### src/wdtl_pkg.sv
// ----------------------------------------------------------------------------
// wdtl_pkg: shared types and constants of the window decision tree landmarks
// Job word between the front and back parts, state machine types, codes.
// ----------------------------------------------------------------------------
package wdtl_pkg;

    localparam int CODE_SIZE_DEF  = 4;
    localparam int TREE_DEPTH_DEF = 5;
    localparam int MAX_WIDTH_DEF  = 64;
    localparam int MAX_HEIGHT_DEF = 64;

    localparam logic [6:0] IMAGE_WIDTH_RST  = 7'd32;
    localparam logic [6:0] IMAGE_HEIGHT_RST = 7'd32;

    // A question index is four bits wide, so only the first sixteen window
    // bits can ever be asked.
    localparam int Q_SPAN = 16;

    localparam int QUEUE_DEPTH = 4;

    localparam logic [5:0] TYPE_STEP = 6'd2;

    localparam logic CFG_IMAGE_WIDTH  = 1'b0;
    localparam logic CFG_IMAGE_HEIGHT = 1'b1;

    localparam logic CMD_NODE  = 1'b0;
    localparam logic CMD_PIXEL = 1'b1;

    typedef struct packed {
        logic               is_node;
        logic [4:0]         node_addr;
        logic               node_stop;
        logic [3:0]         node_question;
        logic [Q_SPAN-1:0]  win;
        logic [7:0]         center_x;
        logic [7:0]         center_y;
    } t_job;

    typedef struct packed {
        logic full;
        logic empty;
    } t_queue_status;

    typedef enum logic [1:0] {
        F_IDLE,
        F_CALC,
        F_PUSH
    } t_front_state;

    typedef enum logic {
        B_IDLE,
        B_WALK
    } t_back_state;

endpackage

### src/wdtl_front.sv
// ----------------------------------------------------------------------------
// wdtl_front: pixel position, line store and window update
// Accepts node writes and pixels, builds the window and queues walk jobs.
// ----------------------------------------------------------------------------
module wdtl_front #(
    parameter int CODE_SIZE  = wdtl_pkg::CODE_SIZE_DEF,
    parameter int MAX_WIDTH  = wdtl_pkg::MAX_WIDTH_DEF,
    parameter int MAX_HEIGHT = wdtl_pkg::MAX_HEIGHT_DEF
) (
    input  logic                    i_clk,
    input  logic                    i_rst_n,
    input  logic [6:0]              i_image_width,
    input  logic [6:0]              i_image_height,
    input  logic                    i_in_valid,
    output logic                    o_in_stall,
    input  logic                    i_cmd,
    input  logic [4:0]              i_node_addr,
    input  logic                    i_node_stop,
    input  logic [3:0]              i_node_question,
    input  logic [7:0]              i_pixel,
    input  logic                    i_frame_start,
    input  wdtl_pkg::t_queue_status i_q_status,
    output logic                    o_q_push,
    output wdtl_pkg::t_job          o_q_job
);

    localparam int S     = CODE_SIZE - 1;
    localparam int EXT   = MAX_WIDTH + CODE_SIZE - 1;
    localparam int AW    = $clog2(EXT);
    localparam int CW    = $clog2(MAX_WIDTH + CODE_SIZE);
    localparam int RW    = $clog2(MAX_HEIGHT + CODE_SIZE);
    localparam int SW    = $clog2(S);
    localparam int LW    = (CW > 7) ? CW : 7;
    localparam int LH    = (RW > 7) ? RW : 7;
    localparam int XW    = LW + 1;
    localparam int YW    = LH + 1;
    localparam int WIN   = CODE_SIZE * CODE_SIZE;
    localparam int INNER = (CODE_SIZE - 2) * (CODE_SIZE - 2);

    wdtl_pkg::t_front_state r_state, n_state;

    logic [CW-1:0]   r_col_cnt;
    logic [RW-1:0]   r_row_cnt;
    logic [SW-1:0]   r_slot_cnt;
    logic [CW-1:0]   r_col;
    logic [RW-1:0]   r_row;
    logic [SW-1:0]   r_slot;
    logic            r_bit;
    logic [WIN-1:0]  r_win;
    logic [S-1:0]    r_rd_word;
    logic            r_rd_vld;
    logic [S-1:0]    r_line_mem [EXT];
    logic [EXT-1:0]  r_line_vld;
    wdtl_pkg::t_job  r_job;

    logic            accept;
    logic [LW-1:0]   w, ew, col_p, n_col_cnt;
    logic [LH-1:0]   h, eh, row_p, n_row_cnt;
    logic [SW-1:0]   slot_p, n_slot_cnt;
    logic            pix_bit;

    logic [S-1:0]    word, n_word;
    logic [WIN-1:0]  n_win;
    logic [INNER-1:0] inner;
    logic            skip;
    logic [XW-1:0]   cxw;
    logic [YW-1:0]   cyw;
    wdtl_pkg::t_job  calc_job;
    wdtl_pkg::t_job  node_job;

    function automatic logic [SW-1:0] slot_inc(input logic [SW-1:0] s);
        logic [SW:0] t;
        t = (SW+1)'(s) + (SW+1)'(1);
        if (t >= (SW+1)'(S)) begin
            t = '0;
        end
        return t[SW-1:0];
    endfunction

    assign accept = i_in_valid && !o_in_stall;

    // Position of the arriving pixel and the counters after it.
    always_comb begin
        w = LW'(i_image_width);
        if (w == '0) begin
            w = LW'(1);
        end else if (w > LW'(MAX_WIDTH)) begin
            w = LW'(MAX_WIDTH);
        end
        h = LH'(i_image_height);
        if (h == '0) begin
            h = LH'(1);
        end else if (h > LH'(MAX_HEIGHT)) begin
            h = LH'(MAX_HEIGHT);
        end
        ew = w + LW'(S);
        eh = h + LH'(S);

        if (i_frame_start) begin
            col_p  = '0;
            row_p  = '0;
            slot_p = '0;
        end else begin
            col_p  = LW'(r_col_cnt);
            row_p  = LH'(r_row_cnt);
            slot_p = r_slot_cnt;
        end
        if (col_p >= ew) begin
            col_p  = '0;
            row_p  = row_p + LH'(1);
            slot_p = slot_inc(slot_p);
        end
        if (row_p >= eh) begin
            row_p  = '0;
            slot_p = '0;
        end

        n_col_cnt  = col_p + LW'(1);
        n_row_cnt  = row_p;
        n_slot_cnt = slot_p;
        if (n_col_cnt >= ew) begin
            n_col_cnt  = '0;
            n_row_cnt  = row_p + LH'(1);
            n_slot_cnt = slot_inc(slot_p);
            if (n_row_cnt >= eh) begin
                n_row_cnt  = '0;
                n_slot_cnt = '0;
            end
        end

        pix_bit = (i_pixel != 8'd0) && (col_p < w) && (row_p < h);
    end

    // Window shift, line store update and the skip test.
    always_comb begin
        logic [CODE_SIZE-1:0] rbits;
        logic                 nb;
        logic [SW:0]          ssum;
        word = r_rd_vld ? r_rd_word : '0;
        n_word = word;
        n_word[r_slot] = r_bit;
        n_win = '0;
        for (int dy = 0; dy < CODE_SIZE; dy++) begin
            if (r_col == '0) begin
                rbits = '0;
            end else begin
                rbits = r_win[dy*CODE_SIZE +: CODE_SIZE];
            end
            nb   = 1'b0;
            ssum = '0;
            if (dy == CODE_SIZE - 1) begin
                nb = r_bit;
            end else if ((RW+3)'(r_row) + (RW+3)'(dy) >= (RW+3)'(S)) begin
                ssum = (SW+1)'(r_slot) + (SW+1)'(dy);
                if (ssum >= (SW+1)'(S)) begin
                    ssum = ssum - (SW+1)'(S);
                end
                nb = word[ssum[SW-1:0]];
            end
            n_win[dy*CODE_SIZE +: CODE_SIZE] = {nb, rbits[CODE_SIZE-1:1]};
        end
        for (int dy = 1; dy < CODE_SIZE - 1; dy++) begin
            for (int dx = 1; dx < CODE_SIZE - 1; dx++) begin
                inner[(dy-1)*(CODE_SIZE-2) + (dx-1)] = n_win[dy*CODE_SIZE + dx];
            end
        end
        skip = (inner == '0) || (inner == '1);
        cxw  = XW'(r_col) + XW'(CODE_SIZE / 2) - XW'(S);
        cyw  = YW'(r_row) + YW'(CODE_SIZE / 2) - YW'(S);

        calc_job               = '0;
        calc_job.is_node       = 1'b0;
        calc_job.win           = wdtl_pkg::Q_SPAN'(n_win);
        calc_job.center_x      = cxw[7:0];
        calc_job.center_y      = cyw[7:0];
    end

    always_comb begin
        node_job               = '0;
        node_job.is_node       = 1'b1;
        node_job.node_addr     = i_node_addr;
        node_job.node_stop     = i_node_stop;
        node_job.node_question = i_node_question;
    end

    always_comb begin
        n_state = r_state;
        unique case (r_state)
            wdtl_pkg::F_IDLE: begin
                if (i_in_valid) begin
                    n_state = (i_cmd == wdtl_pkg::CMD_NODE) ? wdtl_pkg::F_PUSH
                                                            : wdtl_pkg::F_CALC;
                end
            end
            wdtl_pkg::F_CALC: begin
                n_state = skip ? wdtl_pkg::F_IDLE : wdtl_pkg::F_PUSH;
            end
            wdtl_pkg::F_PUSH: begin
                if (!i_q_status.full) begin
                    n_state = wdtl_pkg::F_IDLE;
                end
            end
            default: begin
                n_state = wdtl_pkg::F_IDLE;
            end
        endcase
    end

    always_comb begin
        o_in_stall = 1'b1;
        o_q_push   = 1'b0;
        unique case (r_state)
            wdtl_pkg::F_IDLE: begin
                o_in_stall = 1'b0;
            end
            wdtl_pkg::F_CALC: begin
                o_in_stall = 1'b1;
            end
            wdtl_pkg::F_PUSH: begin
                o_q_push = !i_q_status.full;
            end
            default: begin
                o_in_stall = 1'b1;
            end
        endcase
    end

    assign o_q_job = r_job;

    always_ff @(posedge i_clk) begin
        if (!i_rst_n) begin
            r_state    <= wdtl_pkg::F_IDLE;
            r_col_cnt  <= '0;
            r_row_cnt  <= '0;
            r_slot_cnt <= '0;
            r_win      <= '0;
            r_line_vld <= '0;
        end else begin
            r_state <= n_state;
            if (accept && i_cmd == wdtl_pkg::CMD_PIXEL) begin
                r_col_cnt  <= CW'(n_col_cnt);
                r_row_cnt  <= RW'(n_row_cnt);
                r_slot_cnt <= n_slot_cnt;
            end
            if (r_state == wdtl_pkg::F_CALC) begin
                r_win                  <= n_win;
                r_line_vld[r_col[AW-1:0]] <= 1'b1;
            end
        end
    end

    always_ff @(posedge i_clk) begin
        if (accept) begin
            r_col     <= CW'(col_p);
            r_row     <= RW'(row_p);
            r_slot    <= slot_p;
            r_bit     <= pix_bit;
            r_rd_word <= r_line_mem[col_p[AW-1:0]];
            r_rd_vld  <= r_line_vld[col_p[AW-1:0]];
        end
        if (r_state == wdtl_pkg::F_CALC) begin
            r_line_mem[r_col[AW-1:0]] <= n_word;
        end
    end

    always_ff @(posedge i_clk) begin
        if (accept && i_cmd == wdtl_pkg::CMD_NODE) begin
            r_job <= node_job;
        end else if (r_state == wdtl_pkg::F_CALC) begin
            r_job <= calc_job;
        end
    end

endmodule

### src/wdtl_queue.sv
// ----------------------------------------------------------------------------
// wdtl_queue: job queue between the front and back parts
// A short first-in first-out buffer of job words.
// ----------------------------------------------------------------------------
module wdtl_queue (
    input  logic                    i_clk,
    input  logic                    i_rst_n,
    input  logic                    i_push,
    input  wdtl_pkg::t_job          i_job,
    input  logic                    i_pop,
    output wdtl_pkg::t_job          o_head,
    output wdtl_pkg::t_queue_status o_status
);

    localparam int PW = $clog2(wdtl_pkg::QUEUE_DEPTH);
    localparam int NW = $clog2(wdtl_pkg::QUEUE_DEPTH + 1);

    wdtl_pkg::t_job r_slots [wdtl_pkg::QUEUE_DEPTH];
    logic [PW-1:0]  r_wp;
    logic [PW-1:0]  r_rp;
    logic [NW-1:0]  r_cnt;

    function automatic logic [PW-1:0] ptr_inc(input logic [PW-1:0] p);
        logic [PW:0] t;
        t = (PW+1)'(p) + (PW+1)'(1);
        if (t >= (PW+1)'(wdtl_pkg::QUEUE_DEPTH)) begin
            t = '0;
        end
        return t[PW-1:0];
    endfunction

    assign o_head         = r_slots[r_rp];
    assign o_status.full  = (r_cnt == NW'(wdtl_pkg::QUEUE_DEPTH));
    assign o_status.empty = (r_cnt == '0);

    always_ff @(posedge i_clk) begin
        if (!i_rst_n) begin
            r_wp  <= '0;
            r_rp  <= '0;
            r_cnt <= '0;
        end else begin
            if (i_push) begin
                r_wp <= ptr_inc(r_wp);
            end
            if (i_pop) begin
                r_rp <= ptr_inc(r_rp);
            end
            if (i_push && !i_pop) begin
                r_cnt <= r_cnt + NW'(1);
            end else if (i_pop && !i_push) begin
                r_cnt <= r_cnt - NW'(1);
            end
        end
    end

    always_ff @(posedge i_clk) begin
        if (i_push) begin
            r_slots[r_wp] <= i_job;
        end
    end

endmodule

### src/wdtl_back.sv
// ----------------------------------------------------------------------------
// wdtl_back: decision tree table and tree walk
// Applies node writes and walks the tree for each queued window.
// ----------------------------------------------------------------------------
module wdtl_back #(
    parameter int TREE_DEPTH = wdtl_pkg::TREE_DEPTH_DEF
) (
    input  logic                    i_clk,
    input  logic                    i_rst_n,
    input  wdtl_pkg::t_job          i_head,
    input  wdtl_pkg::t_queue_status i_q_status,
    output logic                    o_q_pop,
    output logic                    o_out_valid,
    input  logic                    i_out_stall,
    output logic signed [7:0]       o_center_x,
    output logic signed [7:0]       o_center_y,
    output logic [5:0]              o_landmark_type,
    output logic                    o_last
);

    localparam int NODES = (1 << TREE_DEPTH) - 1;
    localparam int NAW   = TREE_DEPTH;

    wdtl_pkg::t_back_state r_state, n_state;

    logic [NODES-1:0]         r_stop;
    logic [3:0]               r_quest [NODES];
    logic [5:0]               r_type  [NODES];
    logic [NAW:0]             r_addr;
    logic [wdtl_pkg::Q_SPAN-1:0] r_win;
    logic [7:0]               r_cx;
    logic [7:0]               r_cy;
    logic                     r_pend;
    logic [5:0]               r_pend_type;
    logic                     r_out_valid;
    logic [7:0]               r_out_cx;
    logic [7:0]               r_out_cy;
    logic [5:0]               r_out_type;
    logic                     r_out_last;

    logic                     out_free;
    logic                     in_range;
    logic [NAW-1:0]           idx;
    logic                     cur_ok;
    logic                     ans;
    logic [5:0]               type_out;
    logic [NAW:0]             child;
    logic                     step;
    logic                     emit;
    logic [5:0]               wr_ext;
    logic                     wr_ok;
    logic [NAW-1:0]           wr_idx;
    logic                     node_wr;

    assign out_free = !r_out_valid || !i_out_stall;
    assign in_range = r_addr < (NAW+1)'(NODES);
    assign idx      = r_addr[NAW-1:0];
    assign cur_ok   = in_range && !r_stop[idx];
    assign ans      = r_win[r_quest[idx]];
    assign type_out = r_type[idx] + 6'(ans);
    assign child    = {idx, 1'b0} + (NAW+1)'(1) + (NAW+1)'(ans);

    assign wr_ext   = {1'b0, i_head.node_addr};
    assign wr_ok    = wr_ext < 6'(NODES);
    assign wr_idx   = wr_ext[NAW-1:0];

    always_comb begin
        n_state = r_state;
        unique case (r_state)
            wdtl_pkg::B_IDLE: begin
                if (!i_q_status.empty && !i_head.is_node) begin
                    n_state = wdtl_pkg::B_WALK;
                end
            end
            wdtl_pkg::B_WALK: begin
                if (step && !cur_ok) begin
                    n_state = wdtl_pkg::B_IDLE;
                end
            end
            default: begin
                n_state = wdtl_pkg::B_IDLE;
            end
        endcase
    end

    always_comb begin
        o_q_pop = 1'b0;
        step    = 1'b0;
        emit    = 1'b0;
        node_wr = 1'b0;
        unique case (r_state)
            wdtl_pkg::B_IDLE: begin
                o_q_pop = !i_q_status.empty;
                node_wr = !i_q_status.empty && i_head.is_node && wr_ok;
            end
            wdtl_pkg::B_WALK: begin
                step = !r_pend || out_free;
                emit = r_pend && out_free;
            end
            default: begin
                o_q_pop = 1'b0;
            end
        endcase
    end

    assign o_out_valid     = r_out_valid;
    assign o_center_x      = r_out_cx;
    assign o_center_y      = r_out_cy;
    assign o_landmark_type = r_out_type;
    assign o_last          = r_out_last;

    always_ff @(posedge i_clk) begin
        if (!i_rst_n) begin
            r_state     <= wdtl_pkg::B_IDLE;
            r_stop      <= '1;
            r_pend      <= 1'b0;
            r_out_valid <= 1'b0;
            for (int i = 0; i < NODES; i++) begin
                r_type[i] <= '0;
            end
        end else begin
            r_state <= n_state;
            if (node_wr) begin
                r_stop[wr_idx] <= i_head.node_stop;
                for (int i = 0; i < NODES; i++) begin
                    if (NAW'(i) > wr_idx) begin
                        if (r_stop[wr_idx] && !i_head.node_stop) begin
                            r_type[i] <= r_type[i] + wdtl_pkg::TYPE_STEP;
                        end else if (!r_stop[wr_idx] && i_head.node_stop) begin
                            r_type[i] <= r_type[i] - wdtl_pkg::TYPE_STEP;
                        end
                    end
                end
            end
            if (step) begin
                r_pend <= cur_ok;
            end
            if (emit) begin
                r_out_valid <= 1'b1;
            end else if (!i_out_stall) begin
                r_out_valid <= 1'b0;
            end
        end
    end

    always_ff @(posedge i_clk) begin
        if (node_wr) begin
            r_quest[wr_idx] <= i_head.node_question;
        end
        if (r_state == wdtl_pkg::B_IDLE && !i_q_status.empty && !i_head.is_node) begin
            r_addr <= '0;
            r_win  <= i_head.win;
            r_cx   <= i_head.center_x;
            r_cy   <= i_head.center_y;
        end else if (step && cur_ok) begin
            r_addr      <= child;
            r_pend_type <= type_out;
        end
        if (emit) begin
            r_out_cx   <= r_cx;
            r_out_cy   <= r_cy;
            r_out_type <= r_pend_type;
            r_out_last <= !cur_ok;
        end
    end

endmodule

### src/window_decision_tree_landmarks_core.sv
// ----------------------------------------------------------------------------
// window_decision_tree_landmarks_core: binary window decision tree landmarks
// Walks a decision tree over each square window of a padded binary raster.
// ----------------------------------------------------------------------------
// The input channel carries one word per item: a tree node write (cmd 0) or
// a pixel (cmd 1) of the padded frame in raster order. Node words are applied
// in order with the pixels, so a walk always sees the tree as written before
// its pixel. The output channel carries one word per visited tree node, with
// last set on the final word of a window's path; skipped windows and windows
// whose root is a stop node give no word.
// The front part takes a pixel through a line store read, a window update and
// a queue push (left out when the window is skipped) and a node word through
// the queue push alone; it takes no new item before it is done with the last,
// and the push waits while the queue is full. The back part loads a window,
// steps through its visited nodes, at most TREE_DEPTH, one at a time and ends
// the path with a further step. A four-entry queue lets the two parts run
// apart. Configuration is written on its own channel, always ready; the user
// must write it only while idle, which the block itself does not enforce.
// Reset is synchronous: at the next rising edge it clears the position, the
// window, the line store valid bits and the tree table (all nodes stop).
// While the output is stalled its word holds; a walk with a word ready waits.
// ----------------------------------------------------------------------------
module window_decision_tree_landmarks_core #(
    parameter int CODE_SIZE  = wdtl_pkg::CODE_SIZE_DEF,
    parameter int TREE_DEPTH = wdtl_pkg::TREE_DEPTH_DEF,
    parameter int MAX_WIDTH  = wdtl_pkg::MAX_WIDTH_DEF,
    parameter int MAX_HEIGHT = wdtl_pkg::MAX_HEIGHT_DEF
) (
    input  logic              i_clk,
    input  logic              i_rst_n,
    input  logic              i_cfg_valid,
    output logic              o_cfg_ready,
    input  logic              i_cfg_index,
    input  logic [6:0]        i_cfg_data,
    input  logic              i_in_valid,
    output logic              o_in_stall,
    input  logic              i_cmd,
    input  logic [4:0]        i_node_addr,
    input  logic              i_node_stop,
    input  logic [3:0]        i_node_question,
    input  logic [7:0]        i_pixel,
    input  logic              i_frame_start,
    output logic              o_out_valid,
    input  logic              i_out_stall,
    output logic signed [7:0] o_center_x,
    output logic signed [7:0] o_center_y,
    output logic [5:0]        o_landmark_type,
    output logic              o_last
);

    logic [6:0]              r_image_width;
    logic [6:0]              r_image_height;
    logic                    q_push;
    logic                    q_pop;
    wdtl_pkg::t_job          q_in_job;
    wdtl_pkg::t_job          q_head;
    wdtl_pkg::t_queue_status q_status;

    assign o_cfg_ready = 1'b1;

    always_ff @(posedge i_clk) begin
        if (!i_rst_n) begin
            r_image_width  <= wdtl_pkg::IMAGE_WIDTH_RST;
            r_image_height <= wdtl_pkg::IMAGE_HEIGHT_RST;
        end else if (i_cfg_valid && o_cfg_ready) begin
            case (i_cfg_index)
                wdtl_pkg::CFG_IMAGE_WIDTH:  r_image_width  <= i_cfg_data;
                wdtl_pkg::CFG_IMAGE_HEIGHT: r_image_height <= i_cfg_data;
                default: begin
                    r_image_width <= r_image_width;
                end
            endcase
        end
    end

    wdtl_front #(
        .CODE_SIZE  (CODE_SIZE),
        .MAX_WIDTH  (MAX_WIDTH),
        .MAX_HEIGHT (MAX_HEIGHT)
    ) u_front (
        .i_clk           (i_clk),
        .i_rst_n         (i_rst_n),
        .i_image_width   (r_image_width),
        .i_image_height  (r_image_height),
        .i_in_valid      (i_in_valid),
        .o_in_stall      (o_in_stall),
        .i_cmd           (i_cmd),
        .i_node_addr     (i_node_addr),
        .i_node_stop     (i_node_stop),
        .i_node_question (i_node_question),
        .i_pixel         (i_pixel),
        .i_frame_start   (i_frame_start),
        .i_q_status      (q_status),
        .o_q_push        (q_push),
        .o_q_job         (q_in_job)
    );

    wdtl_queue u_queue (
        .i_clk    (i_clk),
        .i_rst_n  (i_rst_n),
        .i_push   (q_push),
        .i_job    (q_in_job),
        .i_pop    (q_pop),
        .o_head   (q_head),
        .o_status (q_status)
    );

    wdtl_back #(
        .TREE_DEPTH (TREE_DEPTH)
    ) u_back (
        .i_clk           (i_clk),
        .i_rst_n         (i_rst_n),
        .i_head          (q_head),
        .i_q_status      (q_status),
        .o_q_pop         (q_pop),
        .o_out_valid     (o_out_valid),
        .i_out_stall     (i_out_stall),
        .o_center_x      (o_center_x),
        .o_center_y      (o_center_y),
        .o_landmark_type (o_landmark_type),
        .o_last          (o_last)
    );

endmodule
### config.mk
export PLATFORM = sky130hd
export DESIGN_NAME = window_decision_tree_landmarks_core
export DESIGN_NICKNAME = d
export VERILOG_FILES = /design/src/wdtl_pkg.sv /design/src/wdtl_front.sv /design/src/wdtl_queue.sv /design/src/wdtl_back.sv /design/src/window_decision_tree_landmarks_core.sv
export SDC_FILE = /design/constraint.sdc
export NUM_CORES = 2
export LEC_CHECK = 0
export BUFFER_PORTS_ARGS = -buffer_cell sky130_fd_sc_hd__clkbuf_2
export CORE_MARGIN = 2
export CORE_UTILIZATION = 60
export DETAILED_ROUTE_END_ITERATION = 12
export GPL_TIMING_DRIVEN = 0
export PLACE_DENSITY_LB_ADDON = 0.12
export SLEW_MARGIN = 20
export SYNTH_ARGS = -nofsm -noshare
export SYNTH_HDL_FRONTEND = slang
export SYNTH_SLANG_ARGS = --single-unit
### constraint.sdc
create_clock -name i_clk -period 7.9 [get_ports i_clk]
set_input_delay 0.395 -clock i_clk [delete_from_list [all_inputs] [get_ports i_clk]]
set_output_delay 0.395 -clock i_clk [all_outputs]
set_load 0.05 [all_outputs]
==> run_results.csv <==
group,metric,value,unit
floorplanning,pin_count,59,
cts,clk_pin_slew,60,ps
floorplanning,chipHeight,274.3,um
grt,overflow,0,
cells_and_area,fillers,5282,
timing,hold_viol_final,0,
grt,grt_pass1_vias,29590,
pwr,ir_drop,221.8,uV
placement,port_buffers,54,
logic_synthesis,synth_cells,3500,
routing,dr_total_vias,29890,
timing,timing.final.ws_setup,332.6,ps
timing,timing.slew.headroom,0.1650,
grt,grt_use_total,0.3159,
routing,drt-initial-drc-count,3700,
timing,setup_viol,0,
critical_path,critPathRequiredTime,8460,ps
placement,hpwl,83720,um
timing,min_period,7567,ps
routing,routed_wl,118200,um
grt,grt_pass1_wl,177700,um
cts,numCtsBuffers,95,
cts,cts_buffer_depth,3,
critical_path,crit_path_start_kind,"flop",
critical_path,crit_arrival,8130,ps
timing,worstMarginPinSlew,1253,ps
routing,postRouteAntennaNets,0,
routing,post_drt_via_cell_ratio,6.347,
placement,dp_slack,-1749,ps
pwr,leakage,17.97,nW
timing,timing.final.crit_share,0.9579,
logic_synthesis,async_flop_share,0,
cells_and_area,fin_nets,3887,
floorplanning,fp.dieW,274.3,um
cells_and_area,area_growth_syn_to_layout,11.86,%
run,cap_violations,0,
timing,rsz0062_at_grt,"false",
grt,antenna_found_initial,4,
timing,hold_slack,29.82,ps
floorplanning,core_area,0.07259,mm2
status,status,"completed",
logic_synthesis,avgSynthCellArea,12.52,um2
cells_and_area,drive_gt1_frac,0.1235,
routing,wl_per_cell,25.11,um
min_path,hold_class,"primary input to flop",
cts,ctsRootBufferMaster,"clkbuf_16",
logic_synthesis,seq_area_frac_synth,0.6001,
critical_path,cp_max_fo,18,
critical_path,critPathMaxStageDelay,610,ps
cells_and_area,final_common_cell,"edfxtp_1",
logic_synthesis,synth_seq_cells,942,
timing,max_freq,0.1321,GHz
critical_path,crit_chain,"nor2b_1 > buf_2 > clkinv_2 > buf_2 > ha_1 > nand2b_1 > a21o_1 > a21oi_1 > o21ai_1 > inv_1 > buf_2 > clkbuf_1 > buf_2 > ha_1 > ha_1 > a21o_1 > a21o_1 > a21o_1 > a21o_1 > a21o_1 > a21oi_2 > clkbuf_1 > mux2i_1 > a21oi_1",
floorplanning,start_util,0.6039,
timing,drv_slew,0,
routing,drt-pass1-iter-count,8,
logic_synthesis,synth_area,0.04383,mm2
critical_path,cp_num_buf_inv,8,
critical_path,critPathSlowestCell,"clkbuf_1",
placement,gp_congestion,0.9836,
critical_path,cp_common_cell,"a21o_1",
logic_synthesis,synth-main-ff-cell,"edfxtp_1",
cells_and_area,layout_common_cells,"edfxtp_1, nor2_1, nand2_1",
critical_path,critPathKind,"flop to flop",
cts,h-tree-depth,3,
critical_path,path_delay_family,"buffers and inverters",
cts,cts_sinks,942,
logic_synthesis,synth_edf_count,744,
pwr,pwr_density_cell,280.3,mW/mm2
timing,skew,56.64,ps
critical_path,cp-end-kind,"flop",
logic_synthesis,yosysWarnings,0,
cts,cts_tree,"built",
routing,drc,0,
cts,insertion_delay,680,ps
grt,grt_max_degree,44,
floorplanning,row_count,99,
floorplanning,dieArea,0.07524,mm2
logic_synthesis,synth_cell_types,86,
synthesized netlist by cell type (24+ instances only):
cell      count  share of area
clkbuf_1    119          0.010
a21oi_1     139          0.016
a21o_1       73          0.013
edfxtp_1    744           0.51
xor2_1       67          0.013
ha_1        157          0.045
nand2b_1     24         0.0034
fa_1         30          0.014
o21ai_0      99          0.011
dfxtp_1     198          0.090
inv_1       150          0.013
mux4_2      137          0.070
nor2b_1      33         0.0047
mux2i_1      69          0.016
xnor2_1      68          0.014
and2_1       25         0.0036
nor3_1       31         0.0035
nor2_1      484          0.041
buf_1        30         0.0026
nand2_1     341          0.029
nand3_1     120          0.014
layer usage:
layer / global-route usage / up-vias / part of all wire
li1: - / 13150 / -
met1: 0.4206 / 14740 / 0.39
met2: 0.5110 / 1647 / 0.47
met3: 0.05193 / 351 / 0.089
met4: 0.1492 / 6 / 0.050
met5: 0 / - / 0.00031
path summary, 6_finish.rpt:
check | depth (start not counted) | end | start | slack (ps)
min | 2 | u_front.o_q_job[35] | i_node_question[3] | 30
min reg2reg | 0 | u_back.o_center_x[4] | u_back.r_cx[4] | 400
max | 24 | u_front.r_row_cnt[0] | u_front.r_col_cnt[0] | 330
max reg2reg | 24 | u_front.r_row_cnt[0] | u_front.r_col_cnt[0] | 330
worst reg2reg max path, stage by stage, from the launching register on:
cell and delay, ps:
dfxtp_1 310, nor2b_1 120, buf_2 380, clkinv_2 430, buf_2 370, ha_1 310
nand2b_1 140, a21o_1 190, a21oi_1 340, o21ai_1 320, inv_1 300, buf_2 410
clkbuf_1 620, buf_2 570, ha_1 360, ha_1 310, a21o_1 160, a21o_1 170
a21o_1 170, a21o_1 170, a21o_1 180, a21oi_2 420, clkbuf_1 430, mux2i_1 150
a21oi_1 160
registers in the layout, summed over array words and instances (netlist names), 16 cells and up, named ones only:
signal / flops
u_queue.r_slots: 172
u_back.r_win: 16
u_back.r_stop: 31
u_front.r_line_mem: 201
u_front.o_q_job: 43
u_back.r_quest: 124
u_back.r_type: 155
u_front.r_line_vld: 67
timing repair:
item	CTS	global route
hold buffers	2	0
resized for setup	11	14
buffers inserted	0	3
hold endpoints to repair	2	0
pin swaps	1	2
setup endpoints to repair	17	16
report_power, final:
part	leakage (nW)	switching, mW	total, mW	internal (mW)
logic	7.78	1.82	2.87	1.05
registers	8.57	0.241	6.17	5.93
clock network	1.62	1.97	4.70	2.73
total	18.0	4.03	13.7	9.71
cell families after synthesis:
group	share of synthesized area
other	0.0001713
adder cells (fa/ha/maj)	0.05851
XOR/XNOR	0.02697
flip-flops	0.6001
buffers and inverters	0.02937
AO/OA/AOI/OAI	0.07630
AND/OR/NAND/NOR	0.1196
multiplexers	0.08897
final cells by class:
| cell class | instances | area, um2 | area share |
|---|---|---|---|
| Clock buffer | 127 | 2784 | 0.05677 |
| Antenna cell | 1 | 2.502 | 0.00005103 |
| Clock inverter | 52 | 535.5 | 0.01092 |
| Sequential cell | 942 | 26310 | 0.5365 |
| Multi-Input combinational cell | 2240 | 16390 | 0.3342 |
| Inverter | 156 | 586.8 | 0.01197 |
| Tap cell | 959 | 1200 | 0.02447 |
| Buffer | 165 | 720.7 | 0.01470 |
| Timing Repair Buffer | 67 | 510.5 | 0.01041 |
per-stage QoR:
stage / power [mW] / setup TNS (ps) / util / cell area [um2] / cells
final: 13.74 / 0 / 0.6755 / 49030 / 4709
after global routing: 14.20 / 0 / 0.6755 / 49030 / 4708
after CTS: 13.76 / 0 / 0.6745 / 48960 / 4705
after detailed placement: 9.097 / -21850 / 0.6281 / 45590 / 4525
after global placement: 8.952 / -21250 / 0.6243 / 45320 / 4517
after floorplan: 8.130 / 0 / - / 43850 / 3504
Note: power is estimated with default switching activity, not from simulation.
